`src/hdsf_pkg.sv`:
```
// shared types and codes for the half-duplex serial fifo
`timescale 1ns / 1ps

package hdsf_pkg;

	localparam int unsigned BYTE_W = 8;

	typedef enum logic [1:0] {
		CMD_HOST_PUT  = 2'd0,
		CMD_HOST_GET  = 2'd1,
		CMD_LINE_RX   = 2'd2,
		CMD_TX_READY  = 2'd3
	} cmd_t;

	typedef enum logic [1:0] {
		ST_OK      = 2'd0,
		ST_RX_EMPTY = 2'd1,
		ST_TX_FULL  = 2'd2,
		ST_RSVD     = 2'd3
	} status_t;

	// outcome of one transaction, minus the byte that comes back from a ring
	typedef struct packed {
		logic    rd_rx;
		logic    rd_tx;
		status_t status;
		logic    line_send;
		logic    drive_enable;
		logic    rx_available;
		logic    tx_drained;
	} hdsf_res_t;

endpackage

```
`src/hdsf_ring_mem.sv`:
```
// one ring store: single write port, single registered read port
`timescale 1ns / 1ps

module hdsf_ring_mem #(
	parameter int unsigned DEPTH = 64,
	parameter int unsigned AW    = 6
) (
	input  logic                       clk,
	input  logic                       we,
	input  logic [AW-1:0]              waddr,
	input  logic [hdsf_pkg::BYTE_W-1:0] wdata,
	input  logic                       re,
	input  logic [AW-1:0]              raddr,
	output logic [hdsf_pkg::BYTE_W-1:0] rdata
);
	import hdsf_pkg::*;

	logic [BYTE_W-1:0] mem_q [DEPTH];
	logic [BYTE_W-1:0] rdata_q;

	always_ff @(posedge clk) begin
		if (we) begin
			mem_q[waddr] <= wdata;
		end
	end

	always_ff @(posedge clk) begin
		if (re) begin
			rdata_q <= mem_q[raddr];
		end
	end

	assign rdata = rdata_q;

endmodule

```
`src/hdsf_ctrl.sv`:
```
// ring pointers, drive state and per-command decode
`timescale 1ns / 1ps

module hdsf_ctrl #(
	parameter int unsigned RING_DEPTH = 64,
	parameter int unsigned PTR_W      = 6
) (
	input  logic                clk,
	input  logic                arst_n,
	input  logic                accept,
	input  hdsf_pkg::cmd_t      cmd,
	output logic                rx_we,
	output logic [PTR_W-1:0]    rx_waddr,
	output logic                rx_re,
	output logic [PTR_W-1:0]    rx_raddr,
	output logic                tx_we,
	output logic [PTR_W-1:0]    tx_waddr,
	output logic                tx_re,
	output logic [PTR_W-1:0]    tx_raddr,
	output hdsf_pkg::hdsf_res_t res
);
	import hdsf_pkg::*;

	localparam logic [PTR_W-1:0] PTR_LAST = PTR_W'(RING_DEPTH - 1);

	logic [PTR_W-1:0] rx_head_q, rx_tail_q, tx_head_q, tx_tail_q;
	logic [PTR_W-1:0] rx_head_d, rx_tail_d, tx_head_d, tx_tail_d;
	logic [PTR_W-1:0] rx_head_nx, rx_tail_nx, tx_head_nx, tx_tail_nx;
	logic             driving_q, driving_d;
	logic             rx_empty, tx_empty, tx_full;

	function automatic logic [PTR_W-1:0] ring_next(input logic [PTR_W-1:0] p);
		ring_next = (p == PTR_LAST) ? '0 : p + PTR_W'(1);
	endfunction

	assign rx_head_nx = ring_next(rx_head_q);
	assign rx_tail_nx = ring_next(rx_tail_q);
	assign tx_head_nx = ring_next(tx_head_q);
	assign tx_tail_nx = ring_next(tx_tail_q);

	assign rx_empty = (rx_head_q == rx_tail_q);
	assign tx_empty = (tx_head_q == tx_tail_q);
	assign tx_full  = (tx_head_nx == tx_tail_q);

	always_comb begin
		rx_head_d = rx_head_q;
		rx_tail_d = rx_tail_q;
		tx_head_d = tx_head_q;
		tx_tail_d = tx_tail_q;
		driving_d = driving_q;
		rx_we     = 1'b0;
		rx_re     = 1'b0;
		tx_we     = 1'b0;
		tx_re     = 1'b0;
		res.rd_rx     = 1'b0;
		res.rd_tx     = 1'b0;
		res.status    = ST_OK;
		res.line_send = 1'b0;
		unique case (cmd)
			CMD_HOST_PUT: begin
				if (tx_full) begin
					res.status = ST_TX_FULL;
				end else begin
					tx_we     = accept;
					tx_head_d = tx_head_nx;
				end
			end
			CMD_HOST_GET: begin
				if (rx_empty) begin
					res.status = ST_RX_EMPTY;
				end else begin
					rx_re     = accept;
					res.rd_rx = 1'b1;
					rx_tail_d = rx_tail_nx;
				end
			end
			CMD_LINE_RX: begin
				// no overflow check: a full ring wraps onto its unread bytes
				rx_we     = accept;
				rx_head_d = rx_head_nx;
			end
			CMD_TX_READY: begin
				if (!tx_empty) begin
					tx_re         = accept;
					res.rd_tx     = 1'b1;
					res.line_send = 1'b1;
					tx_tail_d     = tx_tail_nx;
					driving_d     = 1'b1;
				end else begin
					driving_d = 1'b0;
				end
			end
			default: begin
			end
		endcase
		res.drive_enable = driving_d;
		res.rx_available = (rx_head_d != rx_tail_d);
		res.tx_drained   = (tx_head_d == tx_tail_d);
	end

	assign rx_waddr = rx_head_q;
	assign rx_raddr = rx_tail_q;
	assign tx_waddr = tx_head_nx;
	assign tx_raddr = tx_tail_nx;

	always_ff @(posedge clk or negedge arst_n) begin
		if (!arst_n) begin
			rx_head_q <= '0;
			rx_tail_q <= '0;
			tx_head_q <= '0;
			tx_tail_q <= '0;
			driving_q <= 1'b0;
		end else if (accept) begin
			rx_head_q <= rx_head_d;
			rx_tail_q <= rx_tail_d;
			tx_head_q <= tx_head_d;
			tx_tail_q <= tx_tail_d;
			driving_q <= driving_d;
		end
	end

endmodule

```
`src/half_duplex_serial_fifo.sv`:
```
// top level: half-duplex serial transmit and receive rings
`timescale 1ns / 1ps

// channel | dir | tdata (low bit up)                                | tuser
// s_      | in  | data_in[7:0]                                      | command[1:0]
// m_      | out | data_out[7:0], drive_enable, rx_available,        | status[1:0],
//         |     | tx_drained, zero pad [15:11]                      | line_send
//
// one transaction per cycle sustained while the output is not stalled; a result passes through
// stage one (the registered read port of the ring stores) and then the output register
// a read of the stores is issued on acceptance and lands in stage one
// reset clears pointers, drive state and valids; the stores are not cleared
// a stalled output holds stage one, which in turn holds s_tready low

module half_duplex_serial_fifo #(
	parameter int unsigned RING_DEPTH = 64
) (
	input  logic        clk,
	input  logic        arst_n,
	input  logic        s_tvalid,
	output logic        s_tready,
	input  logic [7:0]  s_tdata,   // data_in[7:0]
	input  logic [1:0]  s_tuser,   // command[1:0]
	output logic        m_tvalid,
	input  logic        m_tready,
	output logic [15:0] m_tdata,   // data_out[7:0], drive_enable, rx_available, tx_drained, pad
	output logic [2:0]  m_tuser    // status[1:0], line_send
);
	import hdsf_pkg::*;

	localparam int unsigned PTR_W = $clog2(RING_DEPTH);

	logic              accept;
	cmd_t              cmd;
	hdsf_res_t         res;
	logic              rx_we, rx_re, tx_we, tx_re;
	logic [PTR_W-1:0]  rx_waddr, rx_raddr, tx_waddr, tx_raddr;
	logic [BYTE_W-1:0] rx_rdata, tx_rdata;

	// stage one: memory read in flight, decode result alongside
	logic              valid_s1;
	hdsf_res_t         res_s1;
	logic              adv_s1;
	logic [BYTE_W-1:0] byte_s1;

	// output register
	logic              out_valid_q;
	hdsf_res_t         out_res_q;
	logic [BYTE_W-1:0] out_byte_q;

	assign cmd    = cmd_t'(s_tuser);
	assign adv_s1 = valid_s1 && (!out_valid_q || m_tready);
	assign s_tready = !valid_s1 || adv_s1;
	assign accept = s_tvalid && s_tready;

	hdsf_ctrl #(
		.RING_DEPTH (RING_DEPTH),
		.PTR_W      (PTR_W)
	) u_ctrl (
		.clk      (clk),
		.arst_n   (arst_n),
		.accept   (accept),
		.cmd      (cmd),
		.rx_we    (rx_we),
		.rx_waddr (rx_waddr),
		.rx_re    (rx_re),
		.rx_raddr (rx_raddr),
		.tx_we    (tx_we),
		.tx_waddr (tx_waddr),
		.tx_re    (tx_re),
		.tx_raddr (tx_raddr),
		.res      (res)
	);

	// receive store: line bytes in, host reads out
	hdsf_ring_mem #(
		.DEPTH (RING_DEPTH),
		.AW    (PTR_W)
	) u_rx_mem (
		.clk   (clk),
		.we    (rx_we),
		.waddr (rx_waddr),
		.wdata (s_tdata),
		.re    (rx_re),
		.raddr (rx_raddr),
		.rdata (rx_rdata)
	);

	// transmit store: host bytes in, transmitter reads out
	hdsf_ring_mem #(
		.DEPTH (RING_DEPTH),
		.AW    (PTR_W)
	) u_tx_mem (
		.clk   (clk),
		.we    (tx_we),
		.waddr (tx_waddr),
		.wdata (s_tdata),
		.re    (tx_re),
		.raddr (tx_raddr),
		.rdata (tx_rdata)
	);

	// the read data register holds while stage one is stalled, since reads fire on accept only
	always_comb begin
		priority if (res_s1.rd_rx) begin
			byte_s1 = rx_rdata;
		end else if (res_s1.rd_tx) begin
			byte_s1 = tx_rdata;
		end else begin
			byte_s1 = '0;
		end
	end

	always_ff @(posedge clk or negedge arst_n) begin
		if (!arst_n) begin
			valid_s1    <= 1'b0;
			out_valid_q <= 1'b0;
		end else begin
			if (accept) begin
				valid_s1 <= 1'b1;
			end else if (adv_s1) begin
				valid_s1 <= 1'b0;
			end
			if (adv_s1) begin
				out_valid_q <= 1'b1;
			end else if (m_tready) begin
				out_valid_q <= 1'b0;
			end
		end
	end

	// payload registers, no reset needed
	always_ff @(posedge clk) begin
		if (accept) begin
			res_s1 <= res;
		end
		if (adv_s1) begin
			out_res_q  <= res_s1;
			out_byte_q <= byte_s1;
		end
	end

	assign m_tvalid = out_valid_q;
	assign m_tdata  = {5'b0, out_res_q.tx_drained, out_res_q.rx_available,
	                   out_res_q.drive_enable, out_byte_q};
	assign m_tuser  = {out_res_q.line_send, out_res_q.status};

endmodule

```
`config.mk`:
```
export PLATFORM = sky130hd
export DESIGN_NAME = half_duplex_serial_fifo
export DESIGN_NICKNAME = d
export VERILOG_FILES = /design/src/hdsf_pkg.sv /design/src/hdsf_ring_mem.sv /design/src/hdsf_ctrl.sv /design/src/half_duplex_serial_fifo.sv
export SDC_FILE = /design/constraint.sdc
export NUM_CORES = 1
export LEC_CHECK = 0
export BUFFER_PORTS_ARGS = -buffer_cell sky130_fd_sc_hd__buf_4
export CELL_PAD_IN_SITES_DETAIL_PLACEMENT = 1
export CELL_PAD_IN_SITES_GLOBAL_PLACEMENT = 1
export CORE_MARGIN = 8
export CORE_UTILIZATION = 60
export CTS_CLUSTER_SIZE = 40
export DETAILED_ROUTE_END_ITERATION = 10
export GPL_TIMING_DRIVEN = 0
export PLACE_DENSITY = 0.82
export SLEW_MARGIN = 20
export SYNTH_ARGS = -nofsm -noshare
export SYNTH_HDL_FRONTEND = slang
export SYNTH_SLANG_ARGS = --single-unit
export TNS_END_PERCENT = 20
```
`constraint.sdc`:
```
create_clock -name clk -period 6.7 [get_ports clk]
set_clock_uncertainty 0.2 [all_clocks]
set_input_delay 1.34 -clock clk [delete_from_list [all_inputs] [get_ports clk]]
set_output_delay 1.34 -clock clk [all_outputs]
set_load 0.1 [all_outputs]
```
==> summary.log, run 1 <==
[grt] via count of the first global-routing pass 23800
[synthesis] flip-flop and latch count after synthesis 1088
[sta] number of max-slew violations in the final report 0
[finish] final design utilization 67.8%
[route] 1st-iter DRT viols 2974
[clocking] number of sinks on the clock net 1088
[critical_path] critical path class reg -> reg
[grt] global-route usage over all layers 28.8%
[critical_path] critical path launch point type flop
[synthesis] largest area contributor in the netlist sky130_fd_sc_hd__edfxtp_1
[sta] worst rel slew slack 20.3%
[critical_path] largest fanout on the critical path 10
[floorplan] count of boundary I/O pins 35
[grt] largest net degree at the start of global routing 129
[clocking] # resized after CTS 0
[placement] routability-driven placement congestion ratio 0.837
[route] vias per cell 6.98
[clocking] buffers inserted during post-CTS setup optimization 0
[route] DRC errors left 0
[synthesis] post-synthesis cell type count 69
[placement] sum of net half-perimeters after detailed placement 69.8 mm
[sta] Period Utilization, post-route 70.1%
[run_status] result of the run complete, no violations
[grt] overall overflow remaining after global route 0
[floorplan] effective utilization at floorplan 60.5%
[run] max capacitance violation total 0
[critical_path] category of the worst setup path capture point flop
[sta] aggregate negative setup slack 0 ns
[floorplan] vertical die dimension 284 um
[synthesis] Async S/R FF share, synth 2.48%
[synthesis] area share of the leading cell type in the synthesized netlist 73.8%
[finish] most frequent cells in the layout sky130_fd_sc_hd__edfxtp_1 (1061), sky130_fd_sc_hd__mux4_2 (305), sky130_fd_sc_hd__nor2_1 (172), sky130_fd_sc_hd__clkbuf_16 (109), sky130_fd_sc_hd__nand2_1 (87)
[synthesis] synthesis warning total 0
[clocking] H-tree levels 3
[synthesis] number of enable flip-flop cells after synthesis 1061
[critical_path] worst path required time 6.80 ns
[grt] number of antenna violations at the first check in global routing 4
[clocking] TritonCTS clock tree yes
[sta] unrepaired setup endpoints after global routing no
[route] antenna viol nets, final 0
[finish] Net count, final 2234
[route] via total after detailed routing 22700
[power_and_ir_drop] leakage power 0.0152 uW
[finish] Post-Layout Cell Count 3259
[floorplan] x dimension of the die 284 um
[clocking] worst skew pair latency 0.69 ns
[clocking] # hold bufs at CTS 0
[critical_path] worst endpoint data arrival time 4.80 ns
[synthesis] sequential area share after synthesis 75.3%
[power_and_ir_drop] total chip power 21200 uW
[floorplan] standard-cell rows 98
[sta] Setup violations, final 0
[clocking] Max Root-Sink Buffers 3
[finish] share of final-layout standard cells stronger than drive strength 1 25.6%
[placement] number of placed cells counting well taps 3057
[floorplan] floorplan die area 0.0808 mm^2
[clocking] number of buffers created by CTS 106
[min_path] class of the tightest hold or removal check reg -> reg
[synthesis] top_reg_cell synth sky130_fd_sc_hd__edfxtp_1
[clocking] clock root buffer master sky130_fd_sc_hd__clkbuf_16
[finish] leading cell type in the layout, fill and taps excluded sky130_fd_sc_hd__edfxtp_1
[route] detailed-route wire length per cell 35.9 um
[grt] first-pass GRT wire length 170 mm
[sta] Least-Margin Pin Slew 1.20 ns
[synthesis] synthesized area per cell 20.8 um^2
[route] Routed Wire Length 117 mm
[finish] synthesis-to-finish area growth 12.0%
[floorplan] core box area 0.0714 mm^2
[route] number of detailed-route iterations in the first pass 5
[power_and_ir_drop] pwr/cell area 438 mW/mm^2
[synthesis] gate count of the mapped netlist 2074
[sta] peak clock frequency supported by timing 213 MHz
[synthesis] leading cell types by total area after synthesis sky130_fd_sc_hd__edfxtp_1 (74%), sky130_fd_sc_hd__mux4_2 (16%), sky130_fd_sc_hd__dfrtp_1 (1.6%)
[sta] Hold Fails Final Rpt 0
[sta] Final min period 4.70 ns
[placement] Buffers on Ports 29
[power_and_ir_drop] IR drop worst, VDD 300 uV
[synthesis] total standard cell area after synthesis 0.0432 mm^2
[clocking] Clock Pin Slew Worst Setup and Hold Paths 0.06 ns
==> worst max-delay path, cell delays in order, from the launching register on <==
cell	delay, ns
sky130_fd_sc_hd__dfrtp_1	0.40
sky130_fd_sc_hd__ha_1	0.29
sky130_fd_sc_hd__buf_4	0.21
sky130_fd_sc_hd__a21oi_1	0.37
sky130_fd_sc_hd__o21ai_0	0.21
sky130_fd_sc_hd__a21o_1	0.21
sky130_fd_sc_hd__o2111ai_2	0.10
sky130_fd_sc_hd__buf_6	0.19
sky130_fd_sc_hd__nand2_2	0.11
sky130_fd_sc_hd__nor2_4	0.20
sky130_fd_sc_hd__nand4_1	0.76
sky130_fd_sc_hd__nor2_1	1.04
==> synthesized netlist by cell type, types with 6 or more instances <==
library cell,number
sky130_fd_sc_hd__xnor2_1,18
sky130_fd_sc_hd__nand3b_1,6
sky130_fd_sc_hd__o211ai_1,8
sky130_fd_sc_hd__nand3_1,37
sky130_fd_sc_hd__and3_1,8
sky130_fd_sc_hd__nand4_1,15
sky130_fd_sc_hd__nor3_1,11
sky130_fd_sc_hd__xor2_1,21
sky130_fd_sc_hd__mux4_2,305
sky130_fd_sc_hd__buf_2,39
sky130_fd_sc_hd__mux2i_1,23
sky130_fd_sc_hd__nor2_1,172
sky130_fd_sc_hd__o21ai_0,20
sky130_fd_sc_hd__nand2_1,87
sky130_fd_sc_hd__a21oi_1,12
sky130_fd_sc_hd__clkbuf_1,44
sky130_fd_sc_hd__buf_1,11
sky130_fd_sc_hd__edfxtp_1,1061
sky130_fd_sc_hd__nor2b_1,6
sky130_fd_sc_hd__nand2b_1,7
sky130_fd_sc_hd__a221oi_1,7
sky130_fd_sc_hd__inv_1,10
sky130_fd_sc_hd__dfrtp_1,27
sky130_fd_sc_hd__buf_4,16
sky130_fd_sc_hd__mux2_2,7
sky130_fd_sc_hd__a22o_1,9
sky130_fd_sc_hd__a22oi_1,9
==> kinds of logic (layout without fill, tap and decap cells) <==
| logic type | count (synthesis) | after routing | share of synthesized area (%) |
|---|---|---|---|
| DFF | 1088 | 1088 | 75.3 |
| and+or+nand+nor | 372 | 372 | 3.90 |
| muxes | 335 | 335 | 16.6 |
| buffers and inverters | 127 | 356 | 1.43 |
| AOI/OAI and AO/OA | 107 | 107 | 1.78 |
| xor gates and xnor gates | 40 | 40 | 0.828 |
| adders and majority gates | 4 | 4 | 0.116 |
| other | 1 | 7 | 0.00868 |
==> through the flow <==
step	cell area, um^2	setup WS [ns]	hold slack, ns
4_1_cts	48400	2.20	0.224
3_5_place_dp	44700	1.51	0.216
6_report	48400	2.00	0.227
3_3_place_gp	44600	1.72	0.212
2_1_floorplan	43200	2.37	0.200
5_1_grt	48400	2.00	0.227
==> registers in the layout (all words and copies together) (netlist names), 6 cells and up <==
name / flops
u_ctrl.rx_waddr: 6
res_s1: 7
u_ctrl.tx_tail_q: 6
out_byte_q: 8
u_tx_mem.rdata: 8
u_rx_mem.mem_q: 512
u_ctrl.tx_head_q: 6
u_tx_mem.mem_q: 512
u_rx_mem.rdata: 8
u_ctrl.rx_raddr: 6
==> final timing paths <==
| path | startpoint | end | slack, ns | cells past startpoint |
|---|---|---|---|---|
| max in group asynchronous | arst_n | u_ctrl.tx_tail_q[5] | 5.54 | 1 |
| worst max-delay path | u_ctrl.tx_head_q[0] | u_tx_mem.mem_q[59][2] | 2.00 | 11 |
| worst min-delay path | res_s1[4] | m_tuser[0] | 0.23 | 0 |
| worst min register to register | res_s1[4] | m_tuser[0] | 0.23 | 0 |
| worst max register to register | u_ctrl.tx_head_q[0] | u_tx_mem.mem_q[59][2] | 2.00 | 11 |
| min in group asynchronous | arst_n | u_ctrl.rx_waddr[5] | 0.39 | 1 |
==> metal layers <==
metal | GRT usage, % | vias up | part of all wire, %
met5 | 0 | - | 0.022
met4 | 9.33 | 4 | 3.2
met3 | 6.77 | 280 | 11
met2 | 45.6 | 1549 | 48
met1 | 40.0 | 12100 | 38
li1 | - | 8837 | -
==> power breakdown <==
| part | internal (uW) | leakage [uW] | switching, uW |
|---|---|---|---|
| Clock | 3770 | 0.00180 | 2640 |
| Combinational | 2940 | 0.00354 | 4100 |
| Sequential | 7650 | 0.00989 | 88.4 |
==> area by class of cell <==
type | count | area (um^2)
Inverter | 13 | 48.8
Timing Repair Buffer | 30 | 255
Sequential cell | 1088 | 32500
Clock buffer | 130 | 2820
Antenna cell | 2 | 5.00
Fill cell | 5627 | 23000
Multi-Input combinational cell | 863 | 10100
Buffer | 114 | 567
Tap cell | 950 | 1190
Clock inverter | 69 | 895
(Power assumes the default switching activity.)
==> run 2: changes to the inputs <==
--- a/config.mk
+++ b/config.mk
@@ -5,15 +5,16 @@
 export SDC_FILE = /design/constraint.sdc
 export NUM_CORES = 1
 export LEC_CHECK = 0
+export ABC_AREA = 1
 export BUFFER_PORTS_ARGS = -buffer_cell sky130_fd_sc_hd__buf_4
 export CELL_PAD_IN_SITES_DETAIL_PLACEMENT = 1
 export CELL_PAD_IN_SITES_GLOBAL_PLACEMENT = 1
 export CORE_MARGIN = 8
-export CORE_UTILIZATION = 60
+export CORE_UTILIZATION = 47
 export CTS_CLUSTER_SIZE = 40
 export DETAILED_ROUTE_END_ITERATION = 10
 export GPL_TIMING_DRIVEN = 0
-export PLACE_DENSITY = 0.82
+export PLACE_DENSITY = 0.73
 export SLEW_MARGIN = 20
 export SYNTH_ARGS = -nofsm -noshare
 export SYNTH_HDL_FRONTEND = slang
==> constraint.sdc (replaced) <==
create_clock -name clk -period 4.3 [get_ports clk]
set_clock_uncertainty 0.2 [all_clocks]
set_input_delay 0.86 -clock clk [delete_from_list [all_inputs] [get_ports clk]]
set_output_delay 0.86 -clock clk [all_outputs]
set_load 0.1 [all_outputs]
==> summary.log, run 2 <==
[finish] share of final-layout standard cells stronger than drive strength 1 8.91% [-17 points]
[grt] grt met3 use 4.69% [-2.1 points]
[clocking] number of buffers created by CTS 112 [+5.7%]
[power_and_ir_drop] Sw Pwr 14800 uW [+120%]
[synthesis] synthesized area per cell 12.8 um^2 [-39%]
[finish] Post-Layout Inst Area 0.0499 mm^2 [+3.1%]
[synthesis] largest area contributor in the netlist sky130_fd_sc_hd__edfxtp_1
[finish] number of filler cells placed in the layout 9394 [+67%]
[route] DRC errors left 0 [unchanged]
[run] max capacitance violation total 0 [unchanged]
[grt] met1 track utilization from global routing 36.8% [-3.3 points]
[sta] unrepaired setup endpoints after global routing yes
[synthesis] top_reg_cell synth sky130_fd_sc_hd__edfxtp_1
[finish] synthesis-to-finish area growth 13.2%
[route] via total after detailed routing 31000 [+36%]
[route] number of detailed-route iterations in the first pass 6 [+1]
[power_and_ir_drop] combinational share of power 38.4% [+5.2 points]
[route] Routed Wire Length 150 mm [+28%]
[critical_path] dominant cell type by count on the critical path sky130_fd_sc_hd__nand2_1
[critical_path] critical path class reg -> reg
[placement] Buffers on Ports 29 [unchanged]
[placement] routability-driven placement congestion ratio 0.957 [+14%]
[clocking] TritonCTS clock tree yes
[placement] setup slack after placement -0.271 ns [-1.78 ns]
[finish] Net count, final 3630 [+62%]
[route] 1st-iter DRT viols 3554 [+20%]
[critical_path] Buf/Inv on CP 0 [-2]
[clocking] H-tree levels 3 [unchanged]
[grt] met2 track demand over resource 46.1% [+0.56 points]
[route] vias per cell 6.26 [-10%]
[synthesis] area share of the leading cell type in the synthesized netlist 72.3% [-1.5 points]
[clocking] number of sinks on the clock net 1088 [unchanged]
[synthesis] post-synthesis cell type count 41 [-41%]
[synthesis] number of enable flip-flop cells after synthesis 1061 [unchanged]
[route] detailed-route wire length per cell 30.2 um [-16%]
[critical_path] category of the worst setup path capture point flop
[critical_path] cell chain of the critical path ha_1 -> nand2_1 -> nor2_1 -> nand2_1 -> nand3_2 -> nand2_1 -> nand2_1 -> nand2_1 -> o21bai_4 -> nor2_4 -> nand4_1 -> nor2_1
[synthesis] total standard cell area after synthesis 0.0441 mm^2 [+2.0%]
[clocking] Max Root-Sink Buffers 3 [unchanged]
[min_path] class of the tightest hold or removal check reg -> reg
[floorplan] core box area 0.0932 mm^2 [+31%]
[sta] number of max-slew violations in the final report 0 [unchanged]
[power_and_ir_drop] IR drop worst, VDD 454 uV [+51%]
[synthesis] leading cell types by total area after synthesis sky130_fd_sc_hd__edfxtp_1 (72%), sky130_fd_sc_hd__o21ai_0 (5.3%), sky130_fd_sc_hd__nor2_1 (4.7%)
[sta] worst rel slew slack 23.4% [+3.1 points]
[placement] placed cell areas 0.0461 mm^2 [+3.3%]
[grt] global-route usage over all layers 28.4% [-0.41 points]
[grt] largest net degree at the start of global routing 129 [unchanged]
[floorplan] effective utilization at floorplan 47.3% [-13 points]
[floorplan] floorplan die area 0.104 mm^2 [+28%]
[finish] leading cell type in the layout, fill and taps excluded sky130_fd_sc_hd__edfxtp_1
[synthesis] synthesis warning total 0 [unchanged]
[power_and_ir_drop] pwr/cell area 716 mW/mm^2 [+63%]
[finish] leading registers by flop count u_rx_mem.mem_q (512), u_tx_mem.mem_q (512)
[sta] Hold Fails Final Rpt 0 [unchanged]
[floorplan] standard-cell rows 112 [+14%]
[floorplan] count of boundary I/O pins 35 [unchanged]
[clocking] clock root buffer master sky130_fd_sc_hd__clkbuf_16
[synthesis] flip-flop and latch count after synthesis 1088 [unchanged]
[route] antenna viol nets, final 0 [unchanged]
[power_and_ir_drop] relative contribution of sequential cells to total power 34.0% [-2.5 points]
[clocking] Clock Pin Slew Worst Setup and Hold Paths 0.06 ns [about the same]
[critical_path] highest cell delay on the worst timing path 1.03 ns [about the same]
[run_status] failing checks negative setup slack
[grt] highest-utilization routing layer at the global route stage met2
[floorplan] vertical die dimension 322 um [+13%]
[critical_path] slowest cell on the critical path sky130_fd_sc_hd__nor2_1
[synthesis] cell with the most instances after synthesis sky130_fd_sc_hd__edfxtp_1
[power_and_ir_drop] leakage power 0.0162 uW [+6.1%]
[clocking] worst skew pair latency 0.70 ns [about the same]
[critical_path] critical path launch point type flop
[sta] Least-Margin Pin Slew 1.15 ns [-0.0460 ns]
[power_and_ir_drop] total chip power 35700 uW [+69%]
[sta] Period Utilization, post-route 102% [+32 points]
[critical_path] worst path required time 4.41 ns [-2.39 ns]
[sta] Setup violations, final 61 [+61]
[grt] overall overflow remaining after global route 0 [unchanged]
[power_and_ir_drop] switching portion of total power 41.3% [+9.1 points]
[critical_path] dominant delay contributor by cell family on the critical path simple AND/OR/NAND/NOR gates
[synthesis] Async S/R FF share, synth 2.48% [unchanged]
[sta] peak clock frequency supported by timing 227 MHz [+6.8%]
[finish] most frequent cells in the layout sky130_fd_sc_hd__edfxtp_1 (1061), sky130_fd_sc_hd__nor2_1 (527), sky130_fd_sc_hd__o21ai_0 (464), sky130_fd_sc_hd__nand2_1 (230), sky130_fd_sc_hd__nand3_1 (226)
[synthesis] gate count of the mapped netlist 3453 [+66%]
[floorplan] x dimension of the die 322 um [+13%]
[placement] sum of net half-perimeters after detailed placement 98.9 mm [+42%]
[sta] Final min period 4.40 ns [-0.301 ns]
[critical_path] largest fanout on the critical path 10 [unchanged]
[power_and_ir_drop] clock network fraction of total power 27.6% [-2.6 points]
[grt] via count of the first global-routing pass 31700 [+33%]
[synthesis] sequential area share after synthesis 73.8% [-1.5 points]
[critical_path] worst endpoint data arrival time 4.51 ns [-0.29 ns]
[synthesis] Synth top cells by count sky130_fd_sc_hd__edfxtp_1 (1061), sky130_fd_sc_hd__nor2_1 (548), sky130_fd_sc_hd__o21ai_0 (464)
[grt] number of antenna violations at the first check in global routing 3 [-1]
[run_status] result of the run finished with violations
[sta] worst hold-check slack 0.242 ns [+0.0155 ns]
[sta] setup slack of the critical path after layout -0.0988 ns [-2.10 ns]
[grt] first-pass GRT wire length 216 mm [+28%]
[power_and_ir_drop] cell internal pwr 20900 uW [+46%]
## run 2: cell types whose count changed in the layout (fill, tap and decap cells not counted), moves of 123 or more
cell,delta
sky130_fd_sc_hd__nand3_1,+189
sky130_fd_sc_hd__o211ai_1,+146
sky130_fd_sc_hd__nand2_1,+143
sky130_fd_sc_hd__a21oi_1,+143
sky130_fd_sc_hd__mux4_2,-305
sky130_fd_sc_hd__o21ai_0,+444
sky130_fd_sc_hd__nor2_1,+355
sky130_fd_sc_hd__clkbuf_1,+123
## run 2: cells by family after synthesis
kind of cell / after synthesis / synth area share [%]
DFF: 1088 / 73.8
and+or+nand+nor: 1077 / 10.3
AOI/OAI and AO/OA: 938 / 12.5
buffers and inverters: 340 / 3.11
xor gates and xnor gates: 5 / 0.0994
adders and majority gates: 4 / 0.114
other: 1 / 0.00851
## run 2: path summary, 6_finish.rpt
check,to,startpoint,depth (start not counted),slack (ns)
worst max-delay path,u_tx_mem.mem_q[46][1],u_ctrl.tx_head_q[0],12,-0.1
worst min-delay path,m_tdata[10],res_s1[0],0,0.24
worst max register to register,u_tx_mem.mem_q[46][1],u_ctrl.tx_head_q[0],12,-0.1
worst min register to register,m_tdata[10],res_s1[0],0,0.24
max in group asynchronous,u_ctrl.rx_raddr[3],arst_n,2,3.05
min in group asynchronous,m_tvalid,arst_n,2,0.46
## run 2: what timing repair did
item                                    4_1_cts  5_1_grt
endpoints found under the setup margin       53      307
gates resized for setup                       2       18
pin swaps                                     0        1
cloned                                        0        0
buffers inserted                              0        3
hold buffers                                  1        0
hold endpoints to repair                     27        0
## run 2: final cells by class
cell class	instances	area (um^2)	share of cell area [%]
diodes	1	2.50	0.00502
multi-input cells	2029	10200	20.5
flip-flops and latches	1088	32500	65.2
clock inverters	68	656	1.31
plain buffers	224	937	1.88
well taps	1254	1570	3.14
clock buffers	139	3020	6.05
repair buffers	41	500	1.00
inverters	116	435	0.873
## run 2: power by group through the flow
stage	clock network (uW)	registers, uW	logic [uW]
global route	10200	12100	14400
finish	9860	12100	13700
floorplan	0	12400	7280
detailed placement	0	12300	13200
CTS	9870	12100	13400
global placement	0	12300	12800
## run 2: routing by layer
metal	share of wire, %	vias up
met5	0.017	-
met1	39	15700
met4	5.9	4
met2	47	1708
li1	-	13200
met3	8.0	432
## run 2: metrics by stage
step                      std cells  setup TNS [ns]  util, %
after floorplan                3457               0        -
after global placement         4740          -26.41     49.2
after detailed placement       4748          -35.05     49.5
after CTS                      4956           -2.15     53.5
after global routing           4959          -18.46     53.5
final                          4960           -2.47     53.5
